File: src/rtl/iorb_pkg.sv
package iorb_pkg;

    localparam int WINDOW   = 32;
    localparam int ID_BITS  = 16;
    localparam int PAY_BITS = 32;
    localparam int HEAD_W   = (WINDOW > 1) ? $clog2(WINDOW) : 1;

    typedef enum logic [1:0] {
        KIND_PAYLOAD = 2'd0,
        KIND_SKIP    = 2'd1,
        KIND_STALE   = 2'd2,
        KIND_BEYOND  = 2'd3
    } t_kind;

    typedef enum logic [1:0] {
        CLS_RELEASE = 2'd0,
        CLS_HOLD    = 2'd1,
        CLS_STALE   = 2'd2,
        CLS_BEYOND  = 2'd3
    } t_cls;

    typedef struct packed {
        logic capture;
        logic hold_wr;
        logic emit_first;
        logic emit_drain;
    } t_cmd;

    typedef struct packed {
        t_cls cls;
        logic next_held;
        logic out_free;
    } t_status;

endpackage

File: src/rtl/iorb_ctrl.sv
module iorb_ctrl import iorb_pkg::*; (
    input  logic    i_clk,
    input  logic    i_rst_n,
    input  logic    i_in_valid,
    input  t_status i_status,
    output logic    o_in_stall,
    output t_cmd    o_cmd
);

    typedef enum logic [2:0] {
        S_IDLE  = 3'b001,
        S_EVAL  = 3'b010,
        S_DRAIN = 3'b100
    } t_state;

    t_state r_state;
    t_state n_state;

    always_ff @(posedge i_clk) begin
        if (!i_rst_n) begin
            r_state <= S_IDLE;
        end else begin
            r_state <= n_state;
        end
    end

    always_comb begin
        n_state    = r_state;
        o_cmd      = '0;
        o_in_stall = 1'b1;
        unique case (r_state)
            S_IDLE: begin
                o_in_stall  = 1'b0;
                o_cmd.capture = i_in_valid;
                if (i_in_valid) begin
                    n_state = S_EVAL;
                end
            end
            S_EVAL: begin
                if (i_status.cls == CLS_HOLD) begin
                    o_cmd.hold_wr = 1'b1;
                    n_state       = S_IDLE;
                end else if (i_status.out_free) begin
                    o_cmd.emit_first = 1'b1;
                    if (i_status.cls == CLS_RELEASE && i_status.next_held) begin
                        n_state = S_DRAIN;
                    end else begin
                        n_state = S_IDLE;
                    end
                end
            end
            S_DRAIN: begin
                if (i_status.out_free) begin
                    o_cmd.emit_drain = 1'b1;
                    if (!i_status.next_held) begin
                        n_state = S_IDLE;
                    end
                end
            end
            default: begin
                n_state = S_IDLE;
            end
        endcase
    end

endmodule

File: src/rtl/iorb_dp.sv
module iorb_dp import iorb_pkg::*; (
    input  logic                i_clk,
    input  logic                i_rst_n,
    input  t_cmd                i_cmd,
    output t_status             o_status,
    input  logic                i_op,
    input  logic [ID_BITS-1:0]  i_order_id,
    input  logic [PAY_BITS-1:0] i_payload,
    input  logic                i_out_stall,
    output logic                o_out_valid,
    output logic [ID_BITS-1:0]  o_out_id,
    output logic [PAY_BITS-1:0] o_out_payload,
    output logic [1:0]          o_kind,
    output logic                o_last
);

    logic                r_in_op;
    logic [ID_BITS-1:0]  r_in_id;
    logic [PAY_BITS-1:0] r_in_payload;

    logic [ID_BITS-1:0]  r_next;
    logic [HEAD_W-1:0]   r_head;
    logic [WINDOW-1:0]   r_held;
    logic [WINDOW-1:0]   r_aband;
    logic [PAY_BITS-1:0] r_slot_pay [WINDOW];

    logic                r_out_valid;
    logic [ID_BITS-1:0]  r_out_id;
    logic [PAY_BITS-1:0] r_out_payload;
    t_kind               r_out_kind;
    logic                r_out_last;

    logic [ID_BITS-1:0]  w_dist;
    t_cls                w_cls;
    logic [HEAD_W-1:0]   w_head_inc;
    logic [HEAD_W:0]     w_sum;
    logic [HEAD_W-1:0]   w_hold_idx;
    logic                w_next_held;
    logic                w_out_free;

    assign w_dist = r_in_id - r_next;

    always_comb begin
        if (w_dist == '0) begin
            w_cls = CLS_RELEASE;
        end else if (w_dist < ID_BITS'(WINDOW)) begin
            w_cls = CLS_HOLD;
        end else if (w_dist[ID_BITS-1]) begin
            w_cls = CLS_STALE;
        end else begin
            w_cls = CLS_BEYOND;
        end
    end

    assign w_head_inc = (r_head == HEAD_W'(WINDOW - 1)) ? '0 : r_head + 1'b1;
    assign w_sum      = (HEAD_W + 1)'(r_head) + (HEAD_W + 1)'(w_dist[HEAD_W-1:0]);
    assign w_hold_idx = (w_sum >= (HEAD_W + 1)'(WINDOW))
                        ? HEAD_W'(w_sum - (HEAD_W + 1)'(WINDOW))
                        : w_sum[HEAD_W-1:0];
    assign w_next_held = r_held[w_head_inc];
    assign w_out_free  = !r_out_valid || !i_out_stall;

    assign o_status.cls       = w_cls;
    assign o_status.next_held = w_next_held;
    assign o_status.out_free  = w_out_free;

    // input capture
    always_ff @(posedge i_clk) begin
        if (i_cmd.capture) begin
            r_in_op      <= i_op;
            r_in_id      <= i_order_id;
            r_in_payload <= i_payload;
        end
    end

    // window state
    always_ff @(posedge i_clk) begin
        if (!i_rst_n) begin
            r_next  <= '0;
            r_head  <= '0;
            r_held  <= '0;
            r_aband <= '0;
        end else begin
            if (i_cmd.hold_wr) begin
                r_held[w_hold_idx]  <= 1'b1;
                r_aband[w_hold_idx] <= r_in_op;
            end
            if (i_cmd.emit_drain) begin
                r_held[r_head]  <= 1'b0;
                r_aband[r_head] <= 1'b0;
            end
            if ((i_cmd.emit_first && w_cls == CLS_RELEASE) || i_cmd.emit_drain) begin
                r_next <= r_next + 1'b1;
                r_head <= w_head_inc;
            end
        end
    end

    always_ff @(posedge i_clk) begin
        if (i_cmd.hold_wr) begin
            r_slot_pay[w_hold_idx] <= r_in_op ? '0 : r_in_payload;
        end
    end

    // output register
    always_ff @(posedge i_clk) begin
        if (!i_rst_n) begin
            r_out_valid <= 1'b0;
        end else if (i_cmd.emit_first || i_cmd.emit_drain) begin
            r_out_valid <= 1'b1;
        end else if (!i_out_stall) begin
            r_out_valid <= 1'b0;
        end
    end

    always_ff @(posedge i_clk) begin
        if (i_cmd.emit_first) begin
            r_out_id <= r_in_id;
            case (w_cls)
                CLS_RELEASE: begin
                    r_out_payload <= r_in_op ? '0 : r_in_payload;
                    r_out_kind    <= r_in_op ? KIND_SKIP : KIND_PAYLOAD;
                end
                CLS_STALE: begin
                    r_out_payload <= '0;
                    r_out_kind    <= KIND_STALE;
                end
                default: begin
                    r_out_payload <= '0;
                    r_out_kind    <= KIND_BEYOND;
                end
            endcase
            r_out_last <= !(w_cls == CLS_RELEASE && w_next_held);
        end else if (i_cmd.emit_drain) begin
            r_out_id      <= r_next;
            r_out_payload <= r_aband[r_head] ? '0 : r_slot_pay[r_head];
            r_out_kind    <= r_aband[r_head] ? KIND_SKIP : KIND_PAYLOAD;
            r_out_last    <= !w_next_held;
        end
    end

    assign o_out_valid   = r_out_valid;
    assign o_out_id      = r_out_id;
    assign o_out_payload = r_out_payload;
    assign o_kind        = r_out_kind;
    assign o_last        = r_out_last;

endmodule

File: src/rtl/in_order_release_reorder_buffer.sv
// in-order release reorder buffer
// input channel: i_in_valid / o_in_stall with i_op, i_order_id, i_payload;
// a transaction is taken at a clock edge with valid high and stall low
// output channel: o_out_valid / i_out_stall with o_out_id, o_out_payload,
// o_kind, o_last; o_last marks the final result of one input transaction
// an item with the expected number is released, then held entries with the
// following numbers drain one per cycle while the output is not stalled; items
// less than the window ahead are held with no result; stale or too-far numbers
// give one rejection result; an input transaction is captured, then evaluated,
// then held entries drain in order; the first result is registered on evaluate
// the output register lets the next transaction be captured while a result
// waits; a stall on the output holds the result and pauses the drain sequencer
// reset (synchronous, active low) empties the window and sets the expected
// number to zero; no clearing pass is needed
module in_order_release_reorder_buffer import iorb_pkg::*; (
    input  logic                i_clk,
    input  logic                i_rst_n,
    input  logic                i_in_valid,
    output logic                o_in_stall,
    input  logic                i_op,
    input  logic [ID_BITS-1:0]  i_order_id,
    input  logic [PAY_BITS-1:0] i_payload,
    output logic                o_out_valid,
    input  logic                i_out_stall,
    output logic [ID_BITS-1:0]  o_out_id,
    output logic [PAY_BITS-1:0] o_out_payload,
    output logic [1:0]          o_kind,
    output logic                o_last
);

    t_cmd    w_cmd;
    t_status w_status;

    iorb_ctrl u_ctrl (
        .i_clk      (i_clk),
        .i_rst_n    (i_rst_n),
        .i_in_valid (i_in_valid),
        .i_status   (w_status),
        .o_in_stall (o_in_stall),
        .o_cmd      (w_cmd)
    );

    iorb_dp u_dp (
        .i_clk         (i_clk),
        .i_rst_n       (i_rst_n),
        .i_cmd         (w_cmd),
        .o_status      (w_status),
        .i_op          (i_op),
        .i_order_id    (i_order_id),
        .i_payload     (i_payload),
        .i_out_stall   (i_out_stall),
        .o_out_valid   (o_out_valid),
        .o_out_id      (o_out_id),
        .o_out_payload (o_out_payload),
        .o_kind        (o_kind),
        .o_last        (o_last)
    );

endmodule

File: config.mk
export PLATFORM = sky130hd
export DESIGN_NAME = in_order_release_reorder_buffer
export DESIGN_NICKNAME = d
export VERILOG_FILES = /design/src/rtl/iorb_pkg.sv /design/src/rtl/iorb_ctrl.sv /design/src/rtl/iorb_dp.sv /design/src/rtl/in_order_release_reorder_buffer.sv
export SDC_FILE = /design/constraint.sdc
export NUM_CORES = 1
export LEC_CHECK = 0
export BUFFER_PORTS_ARGS = -buffer_cell sky130_fd_sc_hd__buf_2
export CORE_UTILIZATION = 62
export CTS_BUF_LIST = sky130_fd_sc_hd__clkbuf_16
export DETAILED_ROUTE_END_ITERATION = 10
export PLACE_DENSITY_LB_ADDON = 0.2
export SLEW_MARGIN = 20
export SYNTH_ARGS = -nofsm -noshare
export SYNTH_HDL_FRONTEND = slang
export SYNTH_SLANG_ARGS = --single-unit
File: constraint.sdc
create_clock -name i_clk -period 6 [get_ports i_clk]
set_input_delay 0 -clock i_clk [delete_from_list [all_inputs] [get_ports i_clk]]
set_output_delay 0 -clock i_clk [all_outputs]
set_load 0.02 [all_outputs]
### Yosys cells after proc, flatten, opt, wreduce, memory -nomap -nowiden

Memories as Yosys holds them, arrays and structs flattened. A register that Yosys moved wholly into a read port is not among the register bits.
Cells that the tools add are included.

* $lt $le $gt $ge: 7
* equality and inequality tests: 11
* reduce and logical (&&, ||, !) cells: 15
* bitwise gates (word level): 4
* mux-type cells: 54
* add/subtract/negate cells: 5

Operator list (count)
* 2-to-1 mux 32 bit: 11
* AND 32 bit: 2
* bitwise mux 32 bit: 1
* 2-to-1 mux 16 bit: 2
* NOT 32 bit: 1
* OR 32 bit: 1
* 2-to-1 mux 5 bit: 4
* 2-to-1 mux 1 bit: 19
* < comparator 5 x 6 -> 1 bit, second input constant: 3
* 2-to-1 mux 3 bit: 6
* adder 16 x 1 -> 16 bit, second input constant: 1
* logical NOT 16 bit: 1
* < comparator 16 x 6 -> 1 bit, second input constant: 1
* subtractor 16 bit: 1
* binary-select mux 1 bit (select 5 bit): 2
* demux 1 bit (select 5 bit): 2
* greater-or-equal comparator 5 x 1 -> 1 bit, second input constant: 2
* 2-to-1 mux 2 bit: 5
* case mux 3 bit (3 select lines): 1
* adder 5 x 5 -> 6 bit: 1
* greater-or-equal comparator 6 bit, second input constant: 1
* adder 5 x 1 -> 5 bit, second input constant: 1
* == test 5 bit, second input constant: 1
* subtractor 5 x 1 -> 5 bit, second input constant: 1
* other kinds (15): 25

* memories: 1
* output and inout port bits: 53
* memory bits (writable): 1024
* bits of input ports: 53
* register bits: 189

Memory list
* u_dp.r_slot_pay: depth 32, width 32, read ports 1, clocked after memory_dff 1, write ports 1, line iorb_dp.sv:25 `logic [PAY_BITS-1:0] r_slot_pay [WINDOW];`

### Longest topological paths before layout

* word-level depth: 13
* gate-level depth with buffers: 15
* gate-level depth less buffers: 15

### Modules after synthesis

A second synthesis with hierarchy kept.

* cell total of the unflattened synthesis: 2380
* area total of the unflattened synthesis: 47899.7 sq um

By module, submodules not included
* iorb_dp: area each 47698.2 sq um, cells an instance 2359, instances 1
* iorb_ctrl: area each 201.4 sq um, cells an instance 21, instances 1

### Least setup slack after synthesis

Ideal clock, no wire load.

* path type: register to register
* start point: register u_dp.r_next[6]
* end point: memory u_dp.r_slot_pay[11][0], enable pin
* path buffers: 2
* data required time: 5.577 ns
* stages on the path, launching flop included: 13
* data arrival time: 4.361 ns
* setup slack: 1.216 ns
* cells stage by stage: dfxtp_1 > clkbuf_1 > inv_1 > ha_1 > a21oi_1 > and2_1 > a21oi_1 > o41a_1 > a211o_1 > nor4b_4 > nand3_1 > clkbuf_1 > nor2_1

* word-level cells in the longest chain between the ends: 9
* elaborated cells on any way between the ends: 11
* classes of those cells: add/sub (1); order compare (1); eq/ne (1); mux (7); reduce/logical (1)

Ends and longest elaborated chain
* from (decl): line iorb_dp.sv:21 `logic [ID_BITS-1:0] r_next;`
* from (signal assigned): line iorb_dp.sv:93 `r_next <= r_next + 1'b1;`
* subtractor 16 bit (*): line iorb_dp.sv:41 `assign w_dist = r_in_id - r_next;`
* < comparator 16 x 6 -> 1 bit / 2-to-1 mux 1 bit (equally long branches): line iorb_dp.sv:46, iorb_dp.sv:48
* 2-to-1 mux 2 bit: line iorb_dp.sv:46 `end else if (w_dist < ID_BITS'(WINDOW)) begin`
* 2-to-1 mux 2 bit (*): line iorb_dp.sv:44 `if (w_dist == '0) begin`
* == test 2 x 1 -> 1 bit (*): line iorb_ctrl.sv:40 `if (i_status.cls == CLS_HOLD) begin`
* 2-to-1 mux 1 bit (*): line iorb_ctrl.sv:40
* 2-to-1 mux 2 bit (*): line iorb_ctrl.sv:31 `unique case (r_state)`
* 2-to-1 mux 1 bit (*): line iorb_dp.sv:100 `if (i_cmd.hold_wr) begin`
* 2-to-1 mux 1 bit (*): line iorb_dp.sv:101 `r_slot_pay[w_hold_idx] <= r_in_op ? '0 : r_in_payload;`
* to (decl): line iorb_dp.sv:25

Mark *: on every way between the ends. The rest lies on a longest branch, timed or not.

### Worst setup path after layout

* start point: register u_dp.r_next[7]
* end point: memory u_dp.r_slot_pay[22][11], enable pin

Same word-level chain as after synthesis.

==> results.md <==
- CTS tree: done
- CP max-delay cell: nor2_4
- Yosys top cell area share: 70.0%
- GRT Overall Usage: 32.0%
- Synth top area cells: edfxtp_1 (70%), mux4_2 (15%), dfxtp_1 (3.9%), mux2i_1 (0.93%), nor2_1 (0.78%)
- Drt first pass iters: 6
- ANT cells: 0
- I/O Buffers: 105
- Leakage: 17.6 nW
- Total CTS buffers: 117
- TNS Setup: 0 ps
- Area growth from synthesis to layout: 14.4%
- Tcrit/Tclk final: 88.7%
- Synth Flop Type: edfxtp_1
- Total Nets Final: 2727
- Row cnt: 101
- DR vias: 25400
- Mapped Area: 0.0482 mm^2
- Number of enable flip-flop cells after synthesis: 1124
- Hold Fails Final Rpt: 0
- Total of max-cap violations: 0
- Largest net degree at the start of global routing: 70
- Antenna viol nets, final: 0
- Clock Latency Late Sink: 690 ps
- Final core utilization: 72.2%
- Slew Limit Fails: 0
- R2R Setup Slk: 680 ps
- Top sig layer: met5
- Die Wd: 281 um
- Syn_nets: 2480
- Slew @ Worst Pin: 1110 ps
- Overall power: 17.2 mW
- Synth unique cells: 65
- Fmax: 0.188 GHz
- Wire length per cell: 32.5 um
- Bufs on Longest Clock Path: 3
- RSZ-0062 raised after global routing: no
- H-tree depth: 3
- Die Y: 281 um
- Met3 routed WL: 9540 um
- Hold slack: 15.2 ps
- DPL Wire Length: 70300 um
- Clock transition at path regs: 60 ps
- Routability congestion estimate: 0.924
- Worst-path cell chain: inv_1 -> ha_1 -> a21oi_1 -> o21ai_0 -> a221oi_1 -> o221ai_1 -> nor4_1 -> nor4b_4 -> nand3b_1 -> nor2_4 -> buf_12
- DRC viols: 0
- Headroom to the max-slew limit: 25.5%
- Post_cts resized: 0
- I/O Pins: 106
- Post-synthesis sequential area ratio: 73.9%
- Max FO, Critical Path: 19
- Synthesis-stage register bit count: 1218
- Clock Skew: 34.6 ps
- Cells after Synth: 2400
- Layout cells sized above 1: 29.4%
- Placeable Area: 0.0765 mm^2
- Status: finished, final reports clean
- First-pass GRT wire length: 177000 um
- M1 wire length: 46100 um
- Initial antenna violation count: 2
- Arr. time, crit path: 5700 ps
- Vias in the first global route: 25700
- Area leader, netlist: edfxtp_1
- Worst VDD drop: 339 uV
- CP startpoint kind: register
- Clock root buffer master: clkbuf_16
- Num Clock Sinks: 1218
- Pwr dens: 312 mW/mm^2
- Setup Viol. Count Final: 0
- Async S/R FF share, synth: 0%
- Most frequent cells in the layout: edfxtp_1 (1124), mux4_2 (330), clkbuf_16 (119), buf_2 (105), dfxtp_1 (89)
- Starting Density: 63.1%
- WL met2: 61600 um
- Final min period: 5320 ps
- Initial drt markers: 2829
- Crit-path max cell delay: 790 ps
- Die footprint: 0.0789 mm^2
- Total grt overflow: 0
- Mapped Avg Cell Area: 20.1 um^2
- Via density: 6.72
- Synth warn: 0
- CP Data Required Time: 6380 ps
- Routed wire length: 123000 um
- Critical path class: reg2reg
- Commonest non-fill, non-tap cell in the layout: edfxtp_1
- Min-delay worst type: in2reg
- Crit. End Element: register
[path summary, 6_finish.rpt]
check | startpoint | endpoint | depth (start not counted)
worst min register to register | u_dp.r_aband[18] | u_dp.r_aband[18] | 2
worst min-delay path | i_payload[1] | u_dp.r_in_payload[1] | 2
worst max register to register | u_dp.r_next[7] | u_dp.r_slot_pay[22][11] | 11
worst max-delay path | u_dp.r_next[7] | u_dp.r_slot_pay[22][11] | 11
[logic make-up (layout without fill, tap and decap cells)]
kind of cell,Yosys count,after routing,synth area share [%]
flip-flops,1218,1218,73.9
buffers and inverters,161,505,1.26
adder cells (fa/ha/maj),27,27,0.732
AND/OR/NAND/NOR,318,318,3.42
multiplexers,390,390,16.7
AO/OA/AOI/OAI,270,270,3.70
XOR/XNOR,16,16,0.291
[Yosys cell counts, types with 31 or more instances]
cell	n
a21o_1	38
a21oi_1	66
buf_1	31
clkbuf_1	94
dfxtp_1	94
edfxtp_1	1124
inv_1	32
mux2i_1	45
mux4_2	330
nand2_1	53
nor2_1	100
nor2b_1	37
o21ai_0	74
o21ba_2	32
or3_1	43
[state kept, by name, indices dropped and copies added, names as in the netlist, named ones only]
name,cells
u_dp.r_slot_pay,1024
u_dp.r_held,32
u_dp.r_in_id,16
u_dp.o_last,1
u_dp.r_in_payload,32
u_dp.o_kind,2
u_dp.o_out_payload,32
u_dp.o_out_valid,1
u_dp.r_head,5
u_dp.r_next,16
u_dp.r_in_op,1
u_dp.r_aband,32
u_ctrl.r_state,3
u_dp.o_out_id,16
[final cells by class]
class	instances	area, um^2
flip-flops and latches	1218	35700
fillers	4401	21300
multi-input cells	1021	12300
clock buffers	119	2980
repair buffers	256	1970
well taps	1030	1290
clock inverters	97	840
inverters	33	124
[where the power goes]
| group | switching, mW | internal, mW | total (mW) |
|---|---|---|---|
| registers | 0.0144 | 9.33 | 9.35 |
| logic | 0.377 | 0.131 | 0.508 |
| clock network | 3.11 | 4.23 | 7.33 |
| total | 3.50 | 13.7 | 17.2 |
[layer usage]
layer / vias to the layer above / global-route usage, %
met1: 13300 / 43.3
met5: - / 0
met2: 1457 / 52.7
met3: 229 / 4.90
li1: 10400 / -
met4: 2 / 13.7
[repair_timing]
| item | 4_1_cts | 5_1_grt |
|---|---|---|
| endpoints found under the hold margin | 105 | 0 |
| setup endpoints to repair | 0 | 0 |
| buffers inserted | 0 | 0 |
| hold buffers | 58 | 0 |
[worst max-delay path: cells and delay by family, from the launching register on]
family	cells	cell delay [ps]
buffers and inverters	2	350
adders and majority gates	1	400
AOI/OAI and AO/OA	4	1270
DFF	1	410
and+or+nand+nor	4	2580
[through the flow]
step / area (um^2) / std cells / setup slack (ps)
after floorplan: 48200 / 2400 / 1220
after global placement: 50700 / 3499 / 1050
after detailed placement: 50700 / 3499 / 878
after CTS: 55100 / 3773 / 814
after global routing: 55200 / 3774 / 487
final: 55200 / 3774 / 680
Power figures use the tool's default switching activity.
